==> config.mk <==
export PLATFORM = sky130hd
export DESIGN_NAME = sensor_frame_deframer
export DESIGN_NICKNAME = d
export VERILOG_FILES = /design/src/sfd_pkg.sv /design/src/sfd_frame_core.sv /design/src/sfd_out_stage.sv /design/src/sensor_frame_deframer.sv
export SDC_FILE = /design/constraint.sdc
export NUM_CORES = 1
export LEC_CHECK = 0
export ABC_CLOCK_PERIOD_IN_PS = 5700
export BUFFER_PORTS_ARGS = -buffer_cell sky130_fd_sc_hd__clkbuf_2
export CORE_MARGIN = 2
export CORE_UTILIZATION = 30
export CTS_BUF_LIST = sky130_fd_sc_hd__clkbuf_8
export DETAILED_ROUTE_END_ITERATION = 6
export PLACE_DENSITY = 0.49
export SYNTH_ARGS = -nofsm -noshare
export SYNTH_HDL_FRONTEND = slang
export SYNTH_SLANG_ARGS = --single-unit
==> constraint.sdc <==
create_clock -name clk -period 5.7 [get_ports clk]
set_clock_uncertainty 0.05 [all_clocks]
set_input_delay 0.57 -clock clk [delete_from_list [all_inputs] [get_ports clk]]
set_output_delay 0.57 -clock clk [all_outputs]
set_load 0.02 [all_outputs]
==> src/sfd_pkg.sv <==
`timescale 1ns / 1ps
`default_nettype none
// ----------------------------------------------------------------------------
// sfd_pkg
// Shared types and constants for the sensor frame deframer.
// ----------------------------------------------------------------------------
package sfd_pkg;

  localparam int unsigned BYTE_W      = 8;
  localparam int unsigned WORD_W      = 32;
  localparam int unsigned POS_W       = 4;
  localparam int unsigned STATUS_W    = 2;
  localparam int unsigned OUT_TDATA_W = 72;

  localparam logic [POS_W-1:0]  FRAME_LAST  = 4'd10;
  localparam logic [POS_W-1:0]  SONIC_FIRST = 4'd1;
  localparam logic [POS_W-1:0]  SONIC_LAST  = 4'd4;
  localparam logic [POS_W-1:0]  PHOTO_FIRST = 4'd5;
  localparam logic [POS_W-1:0]  PHOTO_LAST  = 4'd8;
  localparam logic [POS_W-1:0]  SUM_POS     = 4'd9;
  localparam logic [BYTE_W-1:0] START_RESET = 8'h55;

  typedef enum logic [STATUS_W-1:0] {
    ST_GOOD      = 2'd0,
    ST_BAD_START = 2'd1,
    ST_BAD_SUM   = 2'd2
  } sfd_status_t;

  // One finished frame, as handed from the frame core to the output stage.
  typedef struct packed {
    logic               valid;
    logic [WORD_W-1:0]  sonic_bits;
    logic [WORD_W-1:0]  photo_value;
    sfd_status_t        status;
  } sfd_result_t;

endpackage

`default_nettype wire

==> src/sfd_frame_core.sv <==
`timescale 1ns / 1ps
`default_nettype none
// ----------------------------------------------------------------------------
// sfd_frame_core
// Byte position tracking, XOR checksum, start check and little-endian
// payload assembly. Emits one result on the last byte of each frame.
// ----------------------------------------------------------------------------
module sfd_frame_core (
  input  wire logic                        clk,
  input  wire logic                        rst_n,
  input  wire logic                        cfg_valid,
  input  wire logic [sfd_pkg::BYTE_W-1:0]  cfg_data,
  input  wire logic                        in_tvalid,
  output logic                             in_tready,
  input  wire logic [sfd_pkg::BYTE_W-1:0]  in_byte,
  input  wire logic                        in_begin,
  input  wire logic                        res_space,
  output sfd_pkg::sfd_result_t             res
);
  import sfd_pkg::*;

  logic [BYTE_W-1:0] marker_r;
  logic [POS_W-1:0]  pos_r, pos_nxt, pos;
  logic [BYTE_W-1:0] xor_r, xor_nxt;
  logic              start_good_r, start_good_nxt;
  logic              sum_bad_r, sum_bad_nxt;
  logic [WORD_W-1:0] sonic_r, sonic_nxt;
  logic [WORD_W-1:0] photo_r, photo_nxt;
  logic              accept;

  // Only the closing byte needs room in the output stage.
  assign in_tready = res_space || (pos_r != FRAME_LAST);
  assign accept    = in_tvalid && in_tready;
  assign pos       = in_begin ? '0 : pos_r;

  always_comb begin
    pos_nxt        = (pos >= FRAME_LAST) ? '0 : pos + 1'b1;
    xor_nxt        = xor_r;
    start_good_nxt = start_good_r;
    sum_bad_nxt    = sum_bad_r;
    sonic_nxt      = sonic_r;
    photo_nxt      = photo_r;
    res.valid       = 1'b0;
    res.sonic_bits  = sonic_r;
    res.photo_value = photo_r;
    if (!start_good_r) begin
      res.status = ST_BAD_START;
    end else if (sum_bad_r) begin
      res.status = ST_BAD_SUM;
    end else begin
      res.status = ST_GOOD;
    end
    case (pos) inside
      4'd0: begin
        start_good_nxt = (in_byte == marker_r);
        sum_bad_nxt    = 1'b0;
        xor_nxt        = in_byte;
        sonic_nxt      = '0;
        photo_nxt      = '0;
      end
      [SONIC_FIRST:SONIC_LAST]: begin
        xor_nxt   = xor_r ^ in_byte;
        sonic_nxt = {in_byte, sonic_r[WORD_W-1:BYTE_W]};
      end
      [PHOTO_FIRST:PHOTO_LAST]: begin
        xor_nxt   = xor_r ^ in_byte;
        photo_nxt = {in_byte, photo_r[WORD_W-1:BYTE_W]};
      end
      SUM_POS: begin
        sum_bad_nxt = (in_byte != xor_r);
      end
      default: begin
        // closing byte: taken, not checked
        res.valid = accept;
      end
    endcase
  end

  always_ff @(posedge clk) begin
    if (!rst_n) begin
      marker_r     <= START_RESET;
      pos_r        <= '0;
      xor_r        <= '0;
      start_good_r <= 1'b0;
      sum_bad_r    <= 1'b0;
    end else begin
      if (cfg_valid) begin
        marker_r <= cfg_data;
      end
      if (accept) begin
        pos_r        <= pos_nxt;
        xor_r        <= xor_nxt;
        start_good_r <= start_good_nxt;
        sum_bad_r    <= sum_bad_nxt;
      end
    end
  end

  always_ff @(posedge clk) begin
    if (accept) begin
      sonic_r <= sonic_nxt;
      photo_r <= photo_nxt;
    end
  end

endmodule

`default_nettype wire

==> src/sfd_out_stage.sv <==
`timescale 1ns / 1ps
`default_nettype none
// ----------------------------------------------------------------------------
// sfd_out_stage
// Result register: holds a finished frame until the output side takes it.
// ----------------------------------------------------------------------------
module sfd_out_stage (
  input  wire logic                              clk,
  input  wire logic                              rst_n,
  input  wire sfd_pkg::sfd_result_t              res,
  output logic                                   res_space,
  output logic                                   out_tvalid,
  input  wire logic                              out_tready,
  output logic [sfd_pkg::OUT_TDATA_W-1:0]        out_tdata
);
  import sfd_pkg::*;

  logic              valid_r;
  logic [WORD_W-1:0] sonic_r;
  logic [WORD_W-1:0] photo_r;
  sfd_status_t       status_r;

  assign res_space  = !valid_r || out_tready;
  assign out_tvalid = valid_r;
  assign out_tdata  = {{(OUT_TDATA_W-2*WORD_W-STATUS_W){1'b0}}, status_r, photo_r, sonic_r};

  always_ff @(posedge clk) begin
    if (!rst_n) begin
      valid_r <= 1'b0;
    end else if (res_space) begin
      valid_r <= res.valid;
    end
  end

  always_ff @(posedge clk) begin
    if (res_space && res.valid) begin
      sonic_r  <= res.sonic_bits;
      photo_r  <= res.photo_value;
      status_r <= res.status;
    end
  end

endmodule

`default_nettype wire

==> src/sensor_frame_deframer.sv <==
`timescale 1ns / 1ps
`default_nettype none
// ----------------------------------------------------------------------------
// sensor_frame_deframer
// Reads 11-byte sensor frames (start, 4 sonic, 4 photo, checksum, end) and
// returns the assembled payloads with a status word per frame.
// ----------------------------------------------------------------------------
//  channel | direction | tdata / data             | tuser
//  in_     | slave     | [7:0] data_byte          | [0] frame_begin
//  out_    | master    | [31:0] sonic_bits,       | -
//          |           | [63:32] photo_value,     |
//          |           | [65:64] status           |
//  cfg_    | write     | [7:0] start_marker       | -
//
//  One byte word is taken per cycle while in_tready is high; the frame result
//  shows on out_ in the cycle after the closing byte is taken, from the result register.
//  The input stalls only while the byte position sits on the closing byte
//  (even when the waiting word carries frame_begin) and the result register
//  still holds an untaken frame; all other bytes pass regardless of out_tready.
//  Reset (rst_n low, synchronous) clears the byte position, checksum flags
//  and the result valid, and sets start_marker to 0x55.
// ----------------------------------------------------------------------------
module sensor_frame_deframer (
  input  wire logic                               clk,
  input  wire logic                               rst_n,
  input  wire logic                               cfg_valid,
  output logic                                    cfg_ready,
  input  wire logic [sfd_pkg::BYTE_W-1:0]         cfg_data,   // [7:0] start_marker
  input  wire logic                               in_tvalid,
  output logic                                    in_tready,
  input  wire logic [sfd_pkg::BYTE_W-1:0]         in_tdata,   // [7:0] data_byte
  input  wire logic                               in_tuser,   // [0] frame_begin
  output logic                                    out_tvalid,
  input  wire logic                               out_tready,
  output logic [sfd_pkg::OUT_TDATA_W-1:0]         out_tdata   // [31:0] sonic_bits,
                                                              // [63:32] photo_value,
                                                              // [65:64] status
);
  import sfd_pkg::*;

  sfd_result_t res;
  logic        res_space;

  assign cfg_ready = 1'b1;

  sfd_frame_core u_core (
    .clk       (clk),
    .rst_n     (rst_n),
    .cfg_valid (cfg_valid),
    .cfg_data  (cfg_data),
    .in_tvalid (in_tvalid),
    .in_tready (in_tready),
    .in_byte   (in_tdata),
    .in_begin  (in_tuser),
    .res_space (res_space),
    .res       (res)
  );

  sfd_out_stage u_out (
    .clk        (clk),
    .rst_n      (rst_n),
    .res        (res),
    .res_space  (res_space),
    .out_tvalid (out_tvalid),
    .out_tready (out_tready),
    .out_tdata  (out_tdata)
  );

endmodule

`default_nettype wire

### Yosys cells after proc, flatten, opt, wreduce, memory -nomap -nowiden

Cells that the tools add are included.
Widths: inputs -> output; s select.

* register bits: 153
* bits of input ports: 22
* logic and storage cells: 58

* $add $sub $neg: 1
* order comparisons: 5
* equality and inequality tests: 6
* mux-type cells: 17
* bitwise logic cells: 1
* reduce and logical (&&, ||, !) cells: 17

Operators with widths (count)
* $mux 32: 3
* $mux 8: 3
* $eq 8x8->1: 1
* $mux 1: 8
* $mux 4: 2
* $ne 8x8->1: 1
* $xor 8x8->8: 1
* $reduce_and 2->1: 3
* $reduce_bool 2->1: 3
* $add 4x1->4 const B: 1
* $eq 4x4->1 const B: 1
* $ge 4x1->1 const B: 1
* $ge 4x3->1 const B: 1
* $ge 4x4->1 const B: 1
* $le 4x3->1 const B: 1
* $le 4x4->1 const B: 1
* $logic_and 1x1->1: 4
* $logic_not 4->1: 1
* $ne 2x1->1 const B: 2
* $ne 4x4->1 const B: 1
* $reduce_and 4->1: 1
* $reduce_and 3->1: 1
* $reduce_bool 3->1: 1
* $logic_or 1x1->1: 2
* 2 further kinds: 2

### Depth between registers and ports, before layout

Gate-level depths: netlist (run 1).

* depth in word-level cells: 9
* mapped depth: 7
* gate-level depth less buffers: 4

### By module

From an unflattened synthesis (run 1), not the netlist that was laid out.

* cell total of the unflattened synthesis: 370
* area, all modules: 5873.1 um^2

By module, submodules not included
* sfd_frame_core: instances 1, cells an instance 290, area each 3773.6 um^2
* sfd_out_stage: instances 1, cells an instance 78, area each 2088.3 um^2
* sensor_frame_deframer: instances 1, cells an instance 2, area each 11.3 um^2

### Least setup slack after synthesis (run 1)

OpenSTA, ideal clock, no wires.

* kind: input-to-reg
* from: input port in_tuser
* to: register u_out.photo_r[0], enable pin
* data arrival time: 5.408 ns
* data required time: 5.079 ns
* slack: -0.329 ns
* stages on the path: 3
* path buffers: 1
* cells stage by stage: clkbuf_1 -> nand2b_1 -> nor3_1

* longest elaborated chain between the ends: 7

RTL lines
* start: declaration: line sensor_frame_deframer.sv:32 `input wire logic in_tuser,`
* $mux 4 *: line sfd_frame_core.sv:34 `assign pos = in_begin ? '0 : pos_r;`
* $ge 4x3->1 (no line), or another cell as far along
* $logic_and 1x1->1 (no line) / $mux 1 (equally long branches)
* $mux 1 (2 in series): line sfd_frame_core.sv:53 `case (pos) inside`
* $mux 1 *: line sfd_frame_core.sv:53
* $logic_and 1x1->1 *: line sfd_out_stage.sv:36 `if (res_space && res.valid) begin`
* end signal: assignment: line sfd_out_stage.sv:38 `photo_r <= res.photo_value;`
* end: declaration: line sfd_out_stage.sv:20 `logic [WORD_W-1:0] photo_r;`

Mark *: on every way between the ends. The rest lies on a longest branch, timed or not.
A chain may end at the register's enable or synchronous reset.

### Final worst setup path (run 1)

* from: register u_core.pos_r[3]
* to: output port in_tready

* longest elaborated chain between the ends: 2

RTL lines
* start: declaration: line sfd_frame_core.sv:23 `logic [POS_W-1:0] pos_r, pos_nxt, pos;`
* start signal: assignment: line sfd_frame_core.sv:91 `pos_r <= pos_nxt;`
* $ne 4x4->1: line sfd_frame_core.sv:32 `assign in_tready = res_space || (pos_r != FRAME_LAST);`
* $logic_or 1x1->1: line sfd_frame_core.sv:32
* end: declaration: line sensor_frame_deframer.sv:30 `output logic in_tready,`

Every way passes these cells.

==> flow_results.org, run 1 <==
** Run status
- Run status :: completed

** Synth
- Most frequently used cell type in the post-synthesis netlist :: sky130_fd_sc_hd__edfxtp_1
- After synthesis, the largest area contributor takes up between 60% and 70% of total cell area.
- Synthesis inferred around 150 register bits.
- Post-synthesis cell count :: 367
- Ranking of synthesized cells by area :: sky130_fd_sc_hd__edfxtp_1 (68%), sky130_fd_sc_hd__dfxtp_1 (8.0%), sky130_fd_sc_hd__and2_1 (6.3%)
- Per-instance average area after synthesis :: 15.7 um2
- Dominant register cell in the synthesized netlist :: sky130_fd_sc_hd__edfxtp_1
- Share of the yosys chip area belonging to registers :: roughly 76%
- Distinct cell type count of the synthesized netlist :: 39
- In this run, synthesis inferred 130 flip-flops with an integrated enable.
- Area of the mapped netlist :: between 0.005 and 0.006 mm2
- Warnings, synthesis :: 0
- Library cell with the largest summed area after synthesis :: sky130_fd_sc_hd__edfxtp_1
- Share of flip-flops with an asynchronous set or reset after synthesis :: 0%
- Top cells by instance count after synthesis :: sky130_fd_sc_hd__edfxtp_1 (130), sky130_fd_sc_hd__and2_1 (58), sky130_fd_sc_hd__dfxtp_1 (23)

** STA
- Setup total negative slack on the finished layout was measured at 0 ns.
- After layout, the minimum clock period comes to approximately 2.4 ns.
- For this run, the top clock speed supported by timing is 420 MHz.
- Setup WS post-layout :: approximately 3.3 ns
- Portion of the clock cycle consumed by the worst path in the final layout :: 41.7%
- Setup repair after global routing left no endpoint under its margin.
- Worst hold slack after final layout :: between 0.2 and 0.3 ns
- Final setup vio count :: 0
- Headroom to the max-slew limit came out at between 30% and 40%.
- Final count of pins violating max slew :: 0
- Worst-margin pin slew :: 0.930 ns
- Hold Violations, Final :: 0

** Power and ir drop
- Switching power summed over all nets :: ~0.53 mW
- Static power due to leakage :: 2.47 nW
- Total power draw :: 2.19 mW
- The share of total power dissipated in sequential elements is between 50% and 60%.
- Net switching is 24.3% of the power.
- Pwr dens :: 322 mW/mm2
- Combinational power share :: 4.5%
- Internal power comes to 1.65 mW.
- Clock Power Share :: 37.2%
- Across the VDD grid, the largest voltage drop is 0.154 mV.

** Clocking
- The clock reaches the later pin of the worst-skew pair after 0.46 ns.
- Post-CTS Hold Buffers :: 0
- Total setup buffers inserted after CTS :: 0
- Clock tree from TritonCTS :: yes
- TritonCTS created 17 clock buffers.
- Clock Tree Root :: sky130_fd_sc_hd__clkbuf_8
- Maximum number of buffers from clock root to sink :: 2
- Clock-pin slew was measured on the worst setup and hold paths at 0.09 ns.
- Cts repair resizes :: 0
- Clock net sink count :: 153
- The clock tree synthesis step divided the H-tree into 4 levels.

** GRT
- Entering global routing, the biggest net connects 67 pins.
- The number of global-route vias before repair was 2955.
- For this run, the total global-route usage over all layers was measured as 10.4%.
- Antenna violations before repair :: 0
- First-pass GRT wire length :: 15.6 mm
- Global routing finished with a remaining overflow of 0.

** Final layout
- After routing the design area is 0.00680 mm2.
- Layout Nets :: about 480
- Of the cells placed in the final design, the portion with a size suffix greater than 1 is between 20 and 30%.
- Number of cells in the finished layout apart from fillers :: 704
- Layout overhead on the synthesized area :: 18.1%
- Antenna diode instance count :: 0
- Cells fill 36.2% of the core in the end.

** Drt
- Wire length after detailed routing :: 10.3 mm
- In the final routed layout, each cell accounts on average for 14.7 um.
- After detailed routing, the number of vias per cell comes to roughly 4.4.
- Number of DRC violations after detailed-routing iteration 0 :: 173
- The first detailed-routing pass took 4 iterations.
- In this run the remaining antenna-violating nets after routing total 0.
- Detailed routing inserted a total of just over 3k vias.
- Total DRC errors in the routed layout :: 0

** Placement
- At the placement stage, the worst setup path has a slack of 3.38 ns.
- The number of placed instances, taps included, is 672.
- Placed wire-length estimate :: 6.67 mm
- Summing all placed instances gives a cell area of 0.00640 mm2.
- Buffers added on ports :: 89
- Routability cong. :: 0.735

** Job
- Max Cap Viol :: 0

** Floorplan
- DIE WIDTH :: 142 um
- Measured along the y axis, the die boundary spans 142 um.
- The floorplan step defined a die boundary enclosing a little over 0.02 mm2.
- 97 I/O pins were placed.
- The initialized floorplan defines 50 standard-cell rows.
- For this configuration, the core starts out at a cell density of 30.7%.
- Std-Cell Core Area :: ~0.019 mm2

** Critical path
- Required time of the critical path :: 5.08 ns
- Biggest fanout along the worst timing path :: 12
- The worst setup path is launched from a register.
- For this design, the slowest cell found on the critical path is sky130_fd_sc_hd__dfxtp_1.
- Traced cell by cell, the critical path runs through nand4b_1 -> or2_2 -> clkbuf_2.
- Critical Setup Path Class :: register to output pin
- Data arrives at the worst endpoint at around 1.8 ns.
- Worst Setup End Kind :: output pin
- Worst stage delay on the critical path :: 0.56 ns

** Worst hold path
- Type of the most critical hold path :: input port to register
[final timing paths]
check | from | end | slack [ns] | cells after the start
setup / recovery | u_core.pos_r[3]$_SDFFE_PN0P_ | in_tready | 3.32 | 3
setup reg to reg | u_core.pos_r[3]$_SDFFE_PN0P_ | u_out.photo_r[3]$_DFFE_PP_ | 3.46 | 3
hold reg to reg | u_core.sonic_r[5]$_SDFFCE_PP0P_ | u_out.sonic_r[5]$_DFFE_PP_ | 0.38 | 0
hold / removal | cfg_data[4] | u_core.marker_r[4]$_SDFFE_PN1P_ | 0.28 | 3
[cells by family (layout without fill, tap and decap cells)]
group	count (synthesis)	count (layout)	share of synthesized area, %
xor+xnor	17	17	2.59
flops	153	153	75.8
mux	16	16	2.78
simple gates	122	122	12.5
other cells	2	7	0.131
compound gates	27	27	3.04
buf+inv	30	128	3.09
[power by group through the flow]
stage,registers (mW),logic [mW],clock network [mW]
6_report,1.27,0.0993,0.812
5_1_grt,1.28,0.111,0.889
4_1_cts,1.27,0.101,0.843
3_5_place_dp,1.30,0.101,0
3_3_place_gp,1.30,0.0988,0
2_1_floorplan,1.29,0.0793,0
[cell type report]
class                           instances  area [um2]
Fill cell                            1784       12000
Timing Repair Buffer                   91         460
Clock buffer                           17         234
Clock inverter                         15         161
Multi-Input combinational cell        189        1260
Inverter                                5        18.8
Tap cell                              234         293
Sequential cell                       153        4360
[layout by cell type, fill, tap and decap left out, drive strengths merged, types with 8 or more instances in the layout]
master | Yosys | routed
edfxtp | 130 | 130
clkbuf | 10 | 106
and2 | 58 | 58
nor2b | 9 | 9
xnor2 | 17 | 17
inv | 4 | 10
nand3 | 8 | 8
a31oi | 9 | 9
mux2i | 16 | 16
dfxtp | 23 | 23
nand3b | 8 | 8
nor2 | 13 | 13
[registers in the layout (all words and copies together), names as in the netlist, 2 cells and up]
| signal | flops |
|---|---|
| u_core.marker_r | 8 |
| u_core.photo_r | 32 |
| u_core.pos_r | 4 |
| u_core.sonic_r | 32 |
| u_core.xor_r | 8 |
| u_out.photo_r | 32 |
| u_out.sonic_r | 32 |
| u_out.status_r | 2 |
[critical path, delay by kind of cell (launching register included)]
family                 cells  cell delay, ns
DFF                        1            0.56
and+or+nand+nor            2            0.58
buffers and inverters      1            0.17
[routing by layer]
metal  part of all wire, %  global-route usage [%]  wire (um)  up-vias
met5                     0                       0          0        -
met4                   1.7                    4.64        176        0
met3                   7.3                    4.21        750       16
met2                    45                    15.2       4660      104
met1                    46                    13.5       4750     1459
li1                      -                       -          -     1490
(Power assumes the default switching activity.)
==> run 2: changes to the inputs <==
ABC_CLOCK_PERIOD_IN_PS = 2300   (was 5700)
PLACE_DENSITY = 0.47   (was 0.49)
clock period = 2.3 ns   (was 5.7 ns; I/O delays follow)
==> run 2 against run 1 <==
  * Sequential power grew 150%
  * Core utilization grew 1.1 points
  * Combinational power grew to 2.7 times the previous value
  * Largest cell class unchanged
  * Non-clock buffer count grew 15
  * Sequential share of layout area shrank 1.8 points
  * Die area is the same
  * Clock power grew to 2.6 times the previous value
  * Via count grew 2.4%
  * Critical endpoint is now u_core.sonic_r[19]$_SDFFCE_PP0P_
  * Clock-buffer cell count is the same
  * Final cell count grew 2.1%
  * Routed wire length grew 0.37%
==> flow_results.org, run 2 (synthesized netlist as in run 1, its figures left out) <==
** Critical path
- Series of cell instances along the critical path :: or2_4 -> o21ai_2 -> nor2_4
- The data required time at the worst endpoint is 2.31 ns (-2.77 ns).
- Worst stage delay on the critical path :: 0.77 ns (+0.21 ns)
- Data arrival, critical path :: 2.07 ns (+0.31 ns)
- Worst Setup End Kind :: register
- Critical Setup Path Class :: register to register
- Slowest stage cell on the critical path :: sky130_fd_sc_hd__nor2_4
- The worst-path maximum fanout was 32 (+20).
- STA classifies the critical path startpoint as a register.

** GRT
- Congestion Overflow GR :: 0 (unchanged)
- The largest net degree at the start of global routing is 65 (-3.0%).
- First-pass GRT wire length :: 16.5 mm (+6.3%)
- The number of global-route vias before repair is 3089 (+4.5%).
- The total global-route track usage is 10.8% (+0.44 points).
- Antenna violations before repair :: 0 (unchanged)

** Floorplan
- The core footprint is 0.0188 mm2 (unchanged).
- Starting utilization of the core area :: 30.7% (unchanged)
- The die area was 0.0203 mm2 (unchanged).
- Vertical extent of the die :: 142 um (unchanged)
- DIE WIDTH :: 142 um (unchanged)
- Top-level I/O count :: 97 (unchanged)
- The row count came to 50 (unchanged).

** STA
- Portion of the clock cycle consumed by the worst path in the final layout :: 89.5%
- The remaining max-slew budget at the tightest pin was 38.0% (+0.16 points).
- For this run, the top clock speed supported by timing is 486 MHz.
- The max-slew violation total from the final report is 0 (unchanged).
- Worst-margin pin slew :: 0.928 ns (-0.00241 ns)
- For the finished layout, the period the worst path requires is 2.06 ns.
- The number of failing setup endpoints in the final timing report is 0 (unchanged).
- Setup repair after global routing left no endpoint under its margin.
- Hold Violations, Final :: 0 (unchanged)

** Clocking
- The quantity of gates resized following cts was 0 (unchanged).
- The deepest level of the CTS H-tree is 4 (unchanged).
- Clock transition at path regs :: 0.08 ns (about the same)
- The number of sinks handled by clock tree synthesis was 153 (unchanged).
- Maximum number of buffers from clock root to sink :: 2 (unchanged)
- In this run the clock root is driven by a sky130_fd_sc_hd__clkbuf_8.
- TritonCTS built the clock tree.
- Insertion delay of the later-clocked pin in the worst-skew pair :: 0.43 ns (-0.03 ns)
- The number of CTS-inserted buffers was 17 (unchanged).
- Total setup buffers inserted after CTS :: 0 (unchanged)
- The hold-fix buffer count after cts was 12 (+12).

** Drt
- The total iterations of the first detailed-routing run is 4 (unchanged).
- The number of nets with antenna violations after routing was 0 (unchanged).
- The final wirelength is 10.4 mm (+0.37%).
- Total via count in the routed design :: 3143 (+2.4%)
- The average wire per standard cell was 14.4 um (-1.7%).
- The count of unresolved DRC violations after routing was 0 (unchanged).
- Vias per cell :: 4.37 (+0.27%)
- The first-iteration detailed-routing DRC count was 283 (+64%).

** Power and ir drop
- Total power draw :: 5.56 mW (+150%)
- Max VDD drop :: 0.371 mV (+140%)
- The total power divided by cell area came to 795 mW/mm2 (+150%).
- Static power due to leakage :: 2.57 nW (+4.0%)

** Placement
- Post-DP Area :: 0.00646 mm2 (+0.88%)
- The sum of net half-perimeters after detailed placement is 6.72 mm (+0.87%).
- The number of input and output port buffers inserted is 89 (unchanged).
- Routability cong. :: 0.670 (-8.8%)

** Final layout
- Final std cell area, no fill :: 0.00700 mm2 (+3.0%)
- Commonest cells after routing, fill and taps aside :: sky130_fd_sc_hd__edfxtp_1 (130), sky130_fd_sc_hd__clkbuf_2 (89), sky130_fd_sc_hd__and2_1 (58)
- Layout Nets :: 494 (+3.1%)
- Layout overhead on the synthesized area :: 21.6%
- Area used by sequential logic in the layout :: 0.00437 mm2 (about the same)
- Antenna diode instance count :: 0 (unchanged)
- Fraction of layout instances using a drive strength above 1 :: 27.6% (-0.031 points)
- The utilization of the core after routing was 37.3% (+1.1 points).
- Leaving out fill and tap cells, the most frequent cell in the layout is sky130_fd_sc_hd__edfxtp_1.
- The layout filler cell count is 1782 (-0.11%).
- The multi-input combinational cell area is 0.00128 mm2 (+1.5%).

** Worst hold path
- Type of the most critical hold path :: input port to register

** Job
- The reported max-cap violation count is 0 (unchanged).

** Run status
- Run status :: completed
-- run 2: power by group --
| part | switching [mW] | total (mW) | internal, mW |
|---|---|---|---|
| sequential | 0.0533 | 3.16 | 3.10 |
| combinational | 0.153 | 0.269 | 0.116 |
| clock | 0.966 | 2.13 | 1.17 |
| total | 1.17 | 5.56 | 4.39 |
-- run 2: path summary, 6_finish.rpt --
kind	startpoint	to	slack, ns	cells past startpoint
setup reg to reg	u_core.pos_r[2]$_SDFFE_PN0P_	u_core.sonic_r[19]$_SDFFCE_PP0P_	0.24	3
setup / recovery	u_core.pos_r[2]$_SDFFE_PN0P_	u_core.sonic_r[19]$_SDFFCE_PP0P_	0.24	3
hold reg to reg	u_core.sonic_r[6]$_SDFFCE_PP0P_	u_out.sonic_r[6]$_DFFE_PP_	0.37	0
hold / removal	rst_n	u_core.start_good_r$_SDFFE_PN0P_	0.07	2
-- run 2: cell type report --
| class | count | share of cell area, % |
|---|---|---|
| Clock inverter | 15 | 2.66 |
| Tap cell | 234 | 4.18 |
| Sequential cell | 153 | 62.4 |
| Inverter | 5 | 0.268 |
| Clock buffer | 17 | 3.34 |
| Timing Repair Buffer | 106 | 8.80 |
| Multi-Input combinational cell | 189 | 18.3 |
-- run 2: critical path: cells and delay by family (launching register included) --
family             cells  cell delay [ns]
and+or+nand+nor        2             0.97
DFF                    1             0.50
AOI/OAI and AO/OA      1             0.16
-- run 2: per-layer routing --
metal  GRT usage (%)  share of wire (%)  up-vias
met2            17.0                 47      100
met3            3.70                5.5       14
met5               0                  0        -
li1                -                  -     1522
met1            13.7                 46     1507
met4            4.33                1.3        0
-- run 2: stage by stage --
step | hold slack [ns] | worst slack (ns) | TNS (ns) | std cells
CTS | 0.0370 | 0.197 | 0 | 719
finish | 0.0735 | 0.242 | 0 | 719
floorplan | 0.309 | -0.304 | -20.08 | 372
detailed placement | 0.362 | 0.205 | 0 | 675
global route | 0.0519 | 0.0251 | 0 | 719
global placement | 0.359 | 0.298 | 0 | 675
